==> src/rtl/bpc_pkg.sv <==
`timescale 1ns / 1ps
// ----------------------------------------------------------------------------
// bpc_pkg: shared types and constants of the barometric compensation core
// Field widths, calibration register indices and the words passed between
// the temperature front end and the pressure back end.
// ----------------------------------------------------------------------------
package bpc_pkg;

  // Field widths
  localparam int RAW_W     = 24;
  localparam int COEF_W    = 16;
  localparam int TEMP_W    = 19;
  localparam int PRES_W    = 24;
  localparam int CFG_IDX_W = 3;

  // Internal widths: dT, coefficient products, OFF and SENS, the split of SENS and the pressure path
  localparam int DT_W      = RAW_W + 1;
  localparam int PROD_W    = DT_W + COEF_W + 1;
  localparam int OFF_W     = 36;
  localparam int SENS_W    = 35;
  localparam int SENS_LO_W = 18;
  localparam int SENS_HI_W = SENS_W - SENS_LO_W;
  localparam int FULL_W    = 60;
  localparam int SCALED_W  = FULL_W - 21;
  localparam int DIFF_W    = SCALED_W + 1;

  // Shift amounts of the compensation formula
  localparam int TEMP_SHIFT = 23;
  localparam int OFF_SHIFT  = 6;
  localparam int SENS_SHIFT = 7;
  localparam int PRES_SHIFT = 15;

  // Temperature offset, 20.00 degrees in hundredths
  localparam logic signed [TEMP_W-1:0] TEMP_BASE = 19'sd2000;

  // Calibration register indices
  localparam logic [CFG_IDX_W-1:0] REG_PRES_SENS   = 3'd0;
  localparam logic [CFG_IDX_W-1:0] REG_PRES_OFF    = 3'd1;
  localparam logic [CFG_IDX_W-1:0] REG_SENS_TEMP   = 3'd2;
  localparam logic [CFG_IDX_W-1:0] REG_OFF_TEMP    = 3'd3;
  localparam logic [CFG_IDX_W-1:0] REG_REF_TEMP    = 3'd4;
  localparam logic [CFG_IDX_W-1:0] REG_TEMP_SLOPE  = 3'd5;

  // Calibration words as held by the core
  typedef struct packed {
    logic [COEF_W-1:0] c1;
    logic [COEF_W-1:0] c2;
    logic [COEF_W-1:0] c3;
    logic [COEF_W-1:0] c4;
    logic [COEF_W-1:0] c5;
    logic [COEF_W-1:0] c6;
  } bpc_coef_t;

  // Word handed from the front end to the back end
  typedef struct packed {
    logic        [RAW_W-1:0]  d1;
    logic signed [TEMP_W-1:0] temp;
    logic signed [OFF_W-1:0]  off;
    logic signed [SENS_W-1:0] sens;
  } bpc_mid_t;

endpackage

==> src/rtl/bpc_front.sv <==
`timescale 1ns / 1ps
// ----------------------------------------------------------------------------
// bpc_front: temperature path and OFF / SENS terms
// Three stages: dT, the three calibration products, then temperature,
// OFF and SENS. Each stage holds its word until the next one takes it.
// ----------------------------------------------------------------------------
module bpc_front (
  input  logic                               clk,
  input  logic                               rst_n,
  input  bpc_pkg::bpc_coef_t                 coef,
  input  logic                               in_valid,
  output logic                               in_ready,
  input  logic [bpc_pkg::RAW_W-1:0]          raw_pressure,
  input  logic [bpc_pkg::RAW_W-1:0]          raw_temperature,
  output logic                               mid_valid,
  input  logic                               mid_ready,
  output bpc_pkg::bpc_mid_t                  mid
);
  import bpc_pkg::*;

  logic [2:0]               vld_r;
  logic [2:0]               vld_nxt;
  logic [2:0]               rdy;

  logic [RAW_W-1:0]         d1_s1_r;
  logic signed [DT_W-1:0]   dt_s1_r;
  logic signed [DT_W-1:0]   dt_nxt;

  logic [RAW_W-1:0]         d1_s2_r;
  logic signed [PROD_W-1:0] pt_s2_r;
  logic signed [PROD_W-1:0] po_s2_r;
  logic signed [PROD_W-1:0] ps_s2_r;
  logic signed [PROD_W-1:0] pt_nxt;
  logic signed [PROD_W-1:0] po_nxt;
  logic signed [PROD_W-1:0] ps_nxt;

  bpc_mid_t                 mid_r;
  bpc_mid_t                 mid_nxt;

  // Advance a stage when it is empty or the one after it moves on
  assign rdy[2]   = !vld_r[2] || mid_ready;
  assign rdy[1]   = !vld_r[1] || rdy[2];
  assign rdy[0]   = !vld_r[0] || rdy[1];
  assign in_ready = rdy[0];

  always_comb begin
    vld_nxt[0] = rdy[0] ? in_valid : vld_r[0];
    vld_nxt[1] = rdy[1] ? vld_r[0] : vld_r[1];
    vld_nxt[2] = rdy[2] ? vld_r[1] : vld_r[2];
  end

  always_ff @(posedge clk) begin
    if (!rst_n) begin
      vld_r <= '0;
    end else begin
      vld_r <= vld_nxt;
    end
  end

  // Stage 1: dT = D2 - C5 * 256
  assign dt_nxt = $signed({1'b0, raw_temperature}) - $signed({1'b0, coef.c5, 8'h00});

  always_ff @(posedge clk) begin
    if (rdy[0] && in_valid) begin
      d1_s1_r <= raw_pressure;
      dt_s1_r <= dt_nxt;
    end
  end

  // Stage 2: multiply dT by C6, C4 and C3
  always_comb begin
    pt_nxt = dt_s1_r * $signed({1'b0, coef.c6});
    po_nxt = dt_s1_r * $signed({1'b0, coef.c4});
    ps_nxt = dt_s1_r * $signed({1'b0, coef.c3});
  end

  always_ff @(posedge clk) begin
    if (rdy[1] && vld_r[0]) begin
      d1_s2_r <= d1_s1_r;
      pt_s2_r <= pt_nxt;
      po_s2_r <= po_nxt;
      ps_s2_r <= ps_nxt;
    end
  end

  // Stage 3: scale the products and add the base terms
  always_comb begin
    mid_nxt.d1   = d1_s2_r;
    mid_nxt.temp = TEMP_BASE + TEMP_W'(pt_s2_r >>> TEMP_SHIFT);
    mid_nxt.off  = $signed({3'b000, coef.c2, 17'h00000})
                 + OFF_W'(po_s2_r >>> OFF_SHIFT);
    mid_nxt.sens = $signed({3'b000, coef.c1, 16'h0000})
                 + SENS_W'(ps_s2_r >>> SENS_SHIFT);
  end

  always_ff @(posedge clk) begin
    if (rdy[2] && vld_r[1]) begin
      mid_r <= mid_nxt;
    end
  end

  assign mid_valid = vld_r[2];
  assign mid       = mid_r;

  // Checks
  a_reset_empties: assert property (@(posedge clk) !rst_n |=> (vld_r == 3'b000))
    else $error("front pipeline not empty after reset");

  a_fill_bubble: assert property (@(posedge clk) disable iff (!rst_n)
    (vld_r[0] && !vld_r[1]) |=> vld_r[1])
    else $error("word did not advance into an empty stage");

  a_hold_mid: assert property (@(posedge clk) disable iff (!rst_n)
    (vld_r[2] && !mid_ready) |=> (vld_r[2] && $stable(mid_r)))
    else $error("front output word lost while held");

endmodule

==> config.mk <==
export PLATFORM = sky130hd
export DESIGN_NAME = bpc_front
export DESIGN_NICKNAME = d
export VERILOG_FILES = /design/src/rtl/bpc_pkg.sv /design/src/rtl/bpc_front.sv
export SDC_FILE = /design/constraint.sdc
export NUM_CORES = 2
export LEC_CHECK = 0
export ABC_AREA = 0
export BUFFER_PORTS_ARGS = -buffer_cell sky130_fd_sc_hd__buf_2
export CAP_MARGIN = 25
export CORE_ASPECT_RATIO = 0.7
export CORE_MARGIN = 4
export CORE_UTILIZATION = 35
export DETAILED_ROUTE_END_ITERATION = 8
export GPL_ROUTABILITY_DRIVEN = 0
export SYNTH_ARGS = -nofsm -noshare
export SYNTH_HDL_FRONTEND = slang
export SYNTH_SLANG_ARGS = --single-unit
==> constraint.sdc <==
create_clock -name clk -period 11.3 [get_ports clk]
set_input_delay 1.13 -clock clk [delete_from_list [all_inputs] [get_ports clk]]
set_output_delay 1.13 -clock clk [all_outputs]
set_load 0.005 [all_outputs]
==> flow_summary.yaml <==
die:
  io_pins: 264
  dieWidth_um: 472
  die_h_um: 332
  die-area_sq_um: 157000
  core_area_sq_um: 149000
  placementRows: 118
  start_util_pct: 35.4
status:
  status: "complete, no violations"
yosys:
  synth_cell_type_count: 68
  syn-num-nets: 7039
  async_flop_share_pct: 0
  synth_warnings: 0
  netlist_top_cells_area: "fa_1 44%, edfxtp_1 16%, inv_1 10%"
  synth_edf_count: 277
  ys_ff_latch: 280
  syn_area_per_cell_sq_um: 9.81
  netlist.area_leader.share_pct: 44.5
  synth-seq-area-share_pct: 15.9
  syn_inst: 5369
  syn_area_sq_um: 52600
  ys.flop_type: "edfxtp_1"
  synth_top_cell_by_area: "fa_1"
sta:
  tightest_slew_ps: 997
  setup_viol: 0
  skew_ps: 33.1
  slew_viol_final: 0
  timing.max_slew.rel_slack_pct: 33.6
  setup_ws_ps: 3420
  min_period_ps: 7880
  fin_crit_sh_pct: 69.7
  finalSetupTns_ps: 0
  rsz0062_at_grt: "false"
  fmax_ghz: 0.127
  hold_viol: 0
setup_path:
  required_ps: 11670
  crit_path_start: "dt_s1_r[14]"
  cp_max_fo: 32
  critical-path-top-delay-family: "adder cells"
  cp_common_cell: "fa_1"
  crit_type: "reg2reg"
  crit_chain: "buf_4, nand2_1, fa_1, fa_1, fa_1, inv_1, fa_1, fa_1, inv_1, fa_1, inv_1, ha_1, a21oi_1, o21ai_1, a21o_1, a2111oi_4, a21oi_2, o41ai_4, a41oi_2, o31a_1, a311o_1"
  worstSetupEndpointType: "register"
  crit_path_max_incr_delay_ps: 930
  path_buf_inv: 4
  reg2reg_from: "dt_s1_r[14]"
  startpoint_type: "register"
  arrival_ps: 8250
  cp_slowest_cell: "edfxtp_1"
grt:
  grt_pass1_vias: 38200
  grt_max_degree: 56
  antenna_found_initial: 26
  grt_pass1_wl_um: 212000
  grt_busiest_layer: "met2"
  met2_usage_pct: 26.3
  track_usage_pct: 17.0
  overflow: 0
  gr-usage-met1_pct: 24.6
  met3_usage_pct: 3.56
finish:
  nets: 7148
  fillCellCount: 14700
  area_growth_pct: 8.63
  layout-drive-gt1-share_pct: 6.92
cts:
  clock_latency_ps: 620
  cts_resized: 0
  htreeDepth: 2
  clock_path_buffers: 3
  path_clk_slew_ps: 70
  clock-sinks: 280
  cts-hold-fix-buffers: 0
  tritoncts: "yes"
  numCtsBuffers: 37
  cts_setup_buffers: 0
  root_buffer: "clkbuf_16"
routing:
  vias_per_cell: 4.64
  routed_wl_um: 129000
  drt-pass1-iter-count: 7
  drtIter0Drc: 1873
  wl_per_cell_um: 17.2
  ant_nets: 0
  vias: 34800
  drc: 0
place:
  pre_cts_slack_ps: 3200
  hpwl_um: 100000
  port-buffer-count: 263
flow_run:
  cap_viol_max_count: 0
worst_hold_path:
  worstHoldStart: "d1_s2_r[1]"
  hold_path_class: "reg2reg"
==> synthesized netlist by cell type, drive strengths merged (10+ instances only) <==
master	number
a21o	30
a21oi	91
and2	474
and3	15
clkbuf	227
edfxtp	277
fa	1170
ha	352
inv	1439
nand2	784
nand2b	10
nand3	19
nand4	12
nor2	96
nor2b	21
nor3	19
o21a	15
o21ai	57
xnor2	111
xor2	38
==> logic make-up (layout without fill, tap and decap cells) <==
group / count (synthesis) / after routing / synth area share, %
buffers and inverters: 1666 / 1803 / 11.9
adder cells (fa/ha/maj): 1522 / 1522 / 52.9
AND/OR/NAND/NOR: 1470 / 1470 / 13.2
AO/OA/AOI/OAI: 282 / 282 / 3.63
flip-flops: 280 / 280 / 15.9
XOR/XNOR: 149 / 149 / 2.48
other: 0 / 17 / 0
==> layout make-up <==
| class | instances | area, sq um | share of cell area (%) |
|---|---|---|---|
| timing repair buffer | 297 | 1570 | 2.75 |
| clock buffer | 41 | 941 | 1.65 |
| clock inverter | 26 | 328 | 0.573 |
| multi-input combinational | 3423 | 38000 | 66.5 |
| antenna | 17 | 42.5 | 0.0744 |
| tap | 1980 | 2480 | 4.33 |
| sequential | 280 | 8380 | 14.7 |
| inverter | 1439 | 5400 | 9.45 |
==> sequential cells by signal (all words and copies together), names as in the netlist <==
name and flops:
d1_s1_r 24, d1_s2_r 24, dt_s1_r 25, mid 114
po_s2_r 36, ps_s2_r 35, pt_s2_r 19, vld_r 3
==> per-layer routing <==
metal	share of wire, %	up-vias
met5	0.010	-
met4	2.1	2
met2	44	892
met3	6.6	151
li1	-	15900
met1	47	17900
==> cells in the final DEF (no fill, tap or decap), drive strengths merged, types with 6 or more instances in the layout <==
cell type  Yosys  routed
nor2          96      96
nand2b        10      10
nand2        784     784
xor2          38      38
buf            0     297
a21boi         9       9
diode          0      17
a21oi         91      91
o211ai         6       6
and3          15      15
clkbuf       227      41
o21ai         57      57
xnor2        111     111
o21a          15      15
and2         474     474
a211oi         6       6
a31oi          8       8
fa          1170    1170
a21o          30      30
o21bai         7       7
inv         1439    1443
nor2b         21      21
clkinvlp       0       6
edfxtp       277     277
ha           352     352
nor3          19      19
nand4         12      12
nand3         19      19
clkinv         0      11
==> worst paths after layout <==
path | to | slack, ps | cells past startpoint
setup / recovery | ps_s2_r[41] | 3420 | 21
hold / removal | mid[91] | 410 | 0
setup reg to reg | ps_s2_r[41] | 3420 | 21
hold reg to reg | mid[91] | 410 | 0
==> per-stage QoR <==
stage / hold WS [ps] / cell area, sq um / cells / util (%)
floorplan: 400 / 52600 / 5369 / -
global placement: 401 / 55900 / 7419 / 37.6
detailed placement: 405 / 55900 / 7419 / 37.6
CTS: 410 / 57100 / 7486 / 38.4
global route: 421 / 57200 / 7495 / 38.5
finish: 408 / 57200 / 7503 / 38.5
Power is not shown: default switching activity piles up to over one toggle a cycle in this logic, so the estimate is an artifact.
