`src/rtl/bpc_pkg.sv`:
```
`timescale 1ns / 1ps
// ----------------------------------------------------------------------------
// bpc_pkg: shared types and constants of the barometric compensation core
// Field widths, calibration register indices and the words passed between
// the temperature front end and the pressure back end.
// ----------------------------------------------------------------------------
package bpc_pkg;

  // Field widths
  localparam int RAW_W     = 24;
  localparam int COEF_W    = 16;
  localparam int TEMP_W    = 19;
  localparam int PRES_W    = 24;
  localparam int CFG_IDX_W = 3;

  // Internal widths: dT, coefficient products, OFF and SENS, the split of SENS and the pressure path
  localparam int DT_W      = RAW_W + 1;
  localparam int PROD_W    = DT_W + COEF_W + 1;
  localparam int OFF_W     = 36;
  localparam int SENS_W    = 35;
  localparam int SENS_LO_W = 18;
  localparam int SENS_HI_W = SENS_W - SENS_LO_W;
  localparam int FULL_W    = 60;
  localparam int SCALED_W  = FULL_W - 21;
  localparam int DIFF_W    = SCALED_W + 1;

  // Shift amounts of the compensation formula
  localparam int TEMP_SHIFT = 23;
  localparam int OFF_SHIFT  = 6;
  localparam int SENS_SHIFT = 7;
  localparam int PRES_SHIFT = 15;

  // Temperature offset, 20.00 degrees in hundredths
  localparam logic signed [TEMP_W-1:0] TEMP_BASE = 19'sd2000;

  // Calibration register indices
  localparam logic [CFG_IDX_W-1:0] REG_PRES_SENS   = 3'd0;
  localparam logic [CFG_IDX_W-1:0] REG_PRES_OFF    = 3'd1;
  localparam logic [CFG_IDX_W-1:0] REG_SENS_TEMP   = 3'd2;
  localparam logic [CFG_IDX_W-1:0] REG_OFF_TEMP    = 3'd3;
  localparam logic [CFG_IDX_W-1:0] REG_REF_TEMP    = 3'd4;
  localparam logic [CFG_IDX_W-1:0] REG_TEMP_SLOPE  = 3'd5;

  // Calibration words as held by the core
  typedef struct packed {
    logic [COEF_W-1:0] c1;
    logic [COEF_W-1:0] c2;
    logic [COEF_W-1:0] c3;
    logic [COEF_W-1:0] c4;
    logic [COEF_W-1:0] c5;
    logic [COEF_W-1:0] c6;
  } bpc_coef_t;

  // Word handed from the front end to the back end
  typedef struct packed {
    logic        [RAW_W-1:0]  d1;
    logic signed [TEMP_W-1:0] temp;
    logic signed [OFF_W-1:0]  off;
    logic signed [SENS_W-1:0] sens;
  } bpc_mid_t;

endpackage

```
`src/rtl/bpc_back.sv`:
```
`timescale 1ns / 1ps
// ----------------------------------------------------------------------------
// bpc_back: pressure path
// Three stages: split D1 * SENS into two partial products, join them and
// scale by 2^-21, then subtract OFF and scale by 2^-15 into the output word.
// ----------------------------------------------------------------------------
module bpc_back (
  input  logic                                clk,
  input  logic                                rst_n,
  input  logic                                mid_valid,
  output logic                                mid_ready,
  input  bpc_pkg::bpc_mid_t                   mid,
  output logic                                out_valid,
  input  logic                                out_ready,
  output logic signed [bpc_pkg::TEMP_W-1:0]   temperature_centi,
  output logic signed [bpc_pkg::PRES_W-1:0]   pressure_centi
);
  import bpc_pkg::*;

  localparam int PL_W = RAW_W + SENS_LO_W;
  localparam int PH_W = RAW_W + 1 + SENS_HI_W;

  logic [2:0]                 vld_r;
  logic [2:0]                 vld_nxt;
  logic [2:0]                 rdy;

  logic [PL_W-1:0]            pl_s4_r;
  logic signed [PH_W-1:0]     ph_s4_r;
  logic signed [TEMP_W-1:0]   temp_s4_r;
  logic signed [OFF_W-1:0]    off_s4_r;
  logic [PL_W-1:0]            pl_nxt;
  logic signed [PH_W-1:0]     ph_nxt;

  logic signed [SCALED_W-1:0] scaled_s5_r;
  logic signed [TEMP_W-1:0]   temp_s5_r;
  logic signed [OFF_W-1:0]    off_s5_r;
  logic signed [FULL_W-1:0]   full_nxt;

  logic signed [DIFF_W-1:0]   diff_nxt;
  logic signed [TEMP_W-1:0]   temp_out_r;
  logic signed [PRES_W-1:0]   pres_out_r;

  // Advance a stage when it is empty or the one after it moves on
  assign rdy[2]    = !vld_r[2] || out_ready;
  assign rdy[1]    = !vld_r[1] || rdy[2];
  assign rdy[0]    = !vld_r[0] || rdy[1];
  assign mid_ready = rdy[0];

  always_comb begin
    vld_nxt[0] = rdy[0] ? mid_valid : vld_r[0];
    vld_nxt[1] = rdy[1] ? vld_r[0] : vld_r[1];
    vld_nxt[2] = rdy[2] ? vld_r[1] : vld_r[2];
  end

  always_ff @(posedge clk) begin
    if (!rst_n) begin
      vld_r <= '0;
    end else begin
      vld_r <= vld_nxt;
    end
  end

  // Stage 4: D1 times the low and high parts of SENS
  always_comb begin
    pl_nxt = PL_W'(mid.d1) * PL_W'(mid.sens[SENS_LO_W-1:0]);
    ph_nxt = $signed({1'b0, mid.d1}) * $signed(mid.sens[SENS_W-1:SENS_LO_W]);
  end

  always_ff @(posedge clk) begin
    if (rdy[0] && mid_valid) begin
      pl_s4_r   <= pl_nxt;
      ph_s4_r   <= ph_nxt;
      temp_s4_r <= mid.temp;
      off_s4_r  <= mid.off;
    end
  end

  // Stage 5: join the partial products, floor-shift by 21
  assign full_nxt = $signed({ph_s4_r, {SENS_LO_W{1'b0}}})
                  + $signed({{(FULL_W - PL_W){1'b0}}, pl_s4_r});

  always_ff @(posedge clk) begin
    if (rdy[1] && vld_r[0]) begin
      scaled_s5_r <= full_nxt[FULL_W-1:FULL_W-SCALED_W];
      temp_s5_r   <= temp_s4_r;
      off_s5_r    <= off_s4_r;
    end
  end

  // Stage 6: subtract OFF, floor-shift by 15 into the output register
  assign diff_nxt = DIFF_W'(scaled_s5_r) - DIFF_W'(off_s5_r);

  always_ff @(posedge clk) begin
    if (rdy[2] && vld_r[1]) begin
      temp_out_r <= temp_s5_r;
      pres_out_r <= diff_nxt[PRES_SHIFT+PRES_W-1:PRES_SHIFT];
    end
  end

  assign out_valid         = vld_r[2];
  assign temperature_centi = temp_out_r;
  assign pressure_centi    = pres_out_r;

  // Checks
  a_reset_empties: assert property (@(posedge clk) !rst_n |=> (vld_r == 3'b000))
    else $error("back pipeline not empty after reset");

  a_fill_bubble: assert property (@(posedge clk) disable iff (!rst_n)
    (vld_r[1] && !vld_r[2]) |=> vld_r[2])
    else $error("word did not advance into the empty output stage");

  a_hold_join: assert property (@(posedge clk) disable iff (!rst_n)
    (vld_r[1] && !rdy[2]) |=> (vld_r[1] && $stable(scaled_s5_r)))
    else $error("joined product changed while held");

endmodule

```
`config.mk`:
```
export PLATFORM = sky130hd
export DESIGN_NAME = bpc_back
export DESIGN_NICKNAME = d
export VERILOG_FILES = /design/src/rtl/bpc_pkg.sv /design/src/rtl/bpc_back.sv
export SDC_FILE = /design/constraint.sdc
export NUM_CORES = 2
export LEC_CHECK = 0
export BUFFER_PORTS_ARGS = -buffer_cell sky130_fd_sc_hd__buf_2
export CORE_ASPECT_RATIO = 0.8
export CORE_MARGIN = 2
export CORE_UTILIZATION = 38
export CTS_CLUSTER_DIAMETER = 120
export DETAILED_ROUTE_END_ITERATION = 12
export SETUP_SLACK_MARGIN = 0.3
export SKIP_LAST_GASP = 1
export SYNTH_ARGS = -nofsm -noshare
export SYNTH_HDL_FRONTEND = slang
export SYNTH_SLANG_ARGS = --single-unit
```
`constraint.sdc`:
```
create_clock -name clk -period 10 [get_ports clk]
set_clock_uncertainty 0.1 [all_clocks]
set_input_delay 0 -clock clk [delete_from_list [all_inputs] [get_ports clk]]
set_output_delay 0 -clock clk [all_outputs]
set_load 0.01 [all_outputs]
```
==> impl_summary.log <==
INFO  metric ctsResizeCount = 0
INFO  metric worstSkewPairLatency = 0.58 ns
INFO  metric design.portCount = 163
INFO  metric synthArstFlopShare = 0%
INFO  metric timing.final.crit_share = 62.1%
INFO  metric critPathBufInv = 6
INFO  metric wire_length_of_the_first_global_routing_pass = 153 mm
INFO  metric synthToLayoutAreaGrowth = 9.34%
INFO  metric setup_violations_final = 0
INFO  metric wl = 93.4 mm
INFO  metric fill_cells = 9528
INFO  metric path_depth = 22
INFO  metric total_negative_slack_for_setup_checks = 0 ns
INFO  metric tritoncts = done
INFO  metric syn-instance-count = 3848
INFO  metric ff2ff_path_depth = 10
INFO  metric drtAntennaViolNets = 0
INFO  metric most_instantiated_flip_flop_cell_in_the_synthesis_netlist = sky130_fd_sc_hd__edfxtp_1
INFO  metric clockBufferDepth = 3
INFO  metric worstSetupEndpointType = register
INFO  metric rr_endpoint = scaled_s5_r[37]
INFO  metric grt_setup_unrepaired = false
INFO  metric arrival_time_at_the_worst_endpoint = 6.40 ns
INFO  metric tightest_slew_margin_relative_to_the_limit = 33.0%
INFO  metric timing.critical_path.fanout_max = 35
INFO  metric cp_top_family = adder cells
INFO  metric numCtsBuffers = 28
INFO  metric grt_antenna_before_repair = 2
INFO  metric synthDominantAreaCellType = sky130_fd_sc_hd__fa_1
INFO  metric seq_area = 7810 sq um
INFO  metric outcome = complete, but fails checks
INFO  metric buffer_ports.inserted = 162
INFO  metric final_hold_viol_count = 0
INFO  metric final_cell_mix = sky130_fd_sc_hd__inv_1 (880), sky130_fd_sc_hd__fa_1 (679), sky130_fd_sc_hd__nand2_1 (529)
INFO  metric finalNetCount = 5067
INFO  metric dpl.hpwl = 70.4 mm
INFO  metric grt_start_max_net_pins = 74
INFO  metric hold_class = input pin to register
INFO  metric max_freq = 161 MHz
INFO  metric drt_iter0_drc = 1524
INFO  metric routedWlPerCell = 17.7 microns
INFO  metric via_count = 26000
INFO  metric startpoint_type = input pin
INFO  metric core_area = 98800 sq um
INFO  metric delay_contributed_by_the_slowest_stage_of_the_critical_path = 0.69 ns
INFO  metric min_from = mid[86]
INFO  metric fin_crit = 6.21 ns
INFO  metric dr.pass1.iters = 9
INFO  metric yosys.cell_types.count = 72
INFO  metric die_area = 102000 sq um
INFO  metric worst_pin_slew = 1.00 ns
INFO  metric synth_seq_cells = 261
INFO  metric cap_viol_max_count = 0
INFO  metric crit_path_cell_trace = buf_2 > nand2_1 > fa_1 > inv_1 > fa_1 > inv_1 > fa_1 > inv_1 > fa_1 > fa_1 > inv_1 > fa_1 > inv_1 > ha_1 > a21oi_1 > o21ai_0 > nor2_1 > a31oi_2 > a31oi_2 > o31ai_2 > a31oi_1 > xnor2_1
INFO  metric whs_path_depth = 2
INFO  metric initial_utilization = 38.4%
INFO  metric worstPathRequired = 10.18 ns
INFO  metric yosys.area.top_type_share = 35.8%
INFO  metric finalWeightedCongestion = 0.862
INFO  metric die_width = 357 microns
INFO  metric synth_seq_area_share = 20.6%
INFO  metric leading_cell_type_in_the_layout_fill_and_taps_excluded = sky130_fd_sc_hd__inv_1
INFO  metric number_of_nets_produced_by_synthesis = 4960
INFO  metric htreeDepth = 1
INFO  metric vias_per_cell = 4.92
INFO  metric drc = 18
INFO  metric via_count_of_the_first_global_routing_pass = 27900
INFO  metric path_class = input pin to register
INFO  metric post_synth.cell_area_avg = 9.86 sq um
INFO  metric grt-ovfl-total = 0
INFO  metric synth-edff-count = 258
INFO  metric row_count = 103
INFO  metric footprint_of_the_multi_input_gates = 26300 sq um
INFO  metric clock-sinks = 261
INFO  metric regToRegSetupSlack = 6.72 ns
INFO  metric holdPathEnd = temp_s4_r[15]
INFO  metric worst_r2r_startpoint = pl_s4_r[19]
INFO  metric critical_path_s_most_frequent_cell = sky130_fd_sc_hd__fa_1
INFO  metric finalMaxSlewViolations = 0
INFO  metric clkTransAtPathRegs = 0.06 ns
INFO  metric postCtsHoldBufs = 66
INFO  metric clock_tree.root_cell = sky130_fd_sc_hd__clkbuf_16
INFO  metric final_layout_size_suffix_gt1_share = 6.49%
INFO  metric synthTopCellsByArea = sky130_fd_sc_hd__fa_1 (36%), sky130_fd_sc_hd__edfxtp_1 (20%), sky130_fd_sc_hd__ha_1 (10%), sky130_fd_sc_hd__inv_1 (8.7%), sky130_fd_sc_hd__and2_1 (5.7%)
INFO  metric die_height = 287 microns
INFO  metric failed_checks = DRC
INFO  metric synth.cell_area = 37900 sq um
INFO  metric post-cts-setup-buffers = 0
INFO  metric critical-path-slowest-cell = sky130_fd_sc_hd__buf_2
INFO  metric synth_warnings = 0
INFO  metric grt_usage = 18.9%
-- per-stage QoR --
stage          worst slack (ns)  area (sq um)  hold slack [ns]  cells  utilization [%]
2_1_floorplan              1.88         37900         -0.00113   3848                -
3_3_place_gp               3.38         39900           0.0759   5171             40.4
3_5_place_dp               3.29         39900           0.0781   5171             40.4
4_1_cts                    3.87         41500          0.00391   5289             42.0
5_1_grt                    3.55         41500          0.00167   5289             42.0
6_report                   3.79         41500           0.0267   5291             42.0
-- registers in the layout (all words and copies together), names as in the netlist --
signal,flops
ph_s4_r,42
off_s4_r,36
scaled_s5_r,39
pressure_centi,24
pl_s4_r,24
temperature_centi,19
temp_s5_r,19
off_s5_r,36
temp_s4_r,19
vld_r,3
-- worst max-delay path by stage --
stage	start	end	slack [ns]
finish	mid[104]	ph_s4_r[38]	3.79
global route	mid[104]	ph_s4_r[38]	3.55
CTS	mid[104]	ph_s4_r[38]	3.87
detailed placement	mid[100]	pl_s4_r[35]	3.29
global placement	mid[104]	pl_s4_r[39]	3.38
floorplan	vld_r[2]	off_s5_r[0]	1.88
-- routing by layer --
layer | track usage [%] | up-vias | part of all wire [%]
li1 | - | 11900 | -
met1 | 27.4 | 13200 | 47
met2 | 29.3 | 769 | 43
met3 | 3.85 | 105 | 7.3
met4 | 4.09 | 0 | 2.3
met5 | 0 | - | 0
-- synth_stat cells, types with 10 or more instances --
cell / instances
sky130_fd_sc_hd__nand3_1: 33
sky130_fd_sc_hd__a211oi_1: 10
sky130_fd_sc_hd__and3_1: 11
sky130_fd_sc_hd__xor2_1: 43
sky130_fd_sc_hd__a31oi_1: 11
sky130_fd_sc_hd__o21ai_1: 17
sky130_fd_sc_hd__xnor2_1: 73
sky130_fd_sc_hd__nand2_1: 529
sky130_fd_sc_hd__nand2b_1: 17
sky130_fd_sc_hd__a21oi_1: 90
sky130_fd_sc_hd__a21o_1: 72
sky130_fd_sc_hd__inv_1: 880
sky130_fd_sc_hd__nor2b_1: 16
sky130_fd_sc_hd__nand4_1: 19
sky130_fd_sc_hd__and2_1: 348
sky130_fd_sc_hd__o21a_1: 14
sky130_fd_sc_hd__fa_1: 679
sky130_fd_sc_hd__clkbuf_1: 158
sky130_fd_sc_hd__nor2_1: 91
sky130_fd_sc_hd__nor3_1: 30
sky130_fd_sc_hd__ha_1: 315
sky130_fd_sc_hd__o21ai_0: 30
sky130_fd_sc_hd__edfxtp_1: 258
-- logic make-up after synthesis --
family                     after synthesis  share of synthesized area (%)
and+or+nand+nor                       1112                           14.1
buffers and inverters                 1040                           10.3
adders and majority gates              994                           46.2
AOI/OAI and AO/OA                      323                           6.04
DFF                                    261                           20.6
xor gates and xnor gates               116                           2.68
muxes                                    2                         0.0528
-- area by class of cell --
type                            instances  share of cell area, %
Tap cell                             1312                   3.96
Clock buffer                           31                   1.72
Multi-Input combinational cell       2547                   63.3
Inverter                              880                   7.96
Antenna cell                            2                 0.0121
Timing Repair Buffer                  237                   3.71
Clock inverter                         21                  0.513
Sequential cell                       261                   18.8
Power is not shown: default switching activity piles up to over one toggle a cycle in this logic, so the estimate is an artifact.
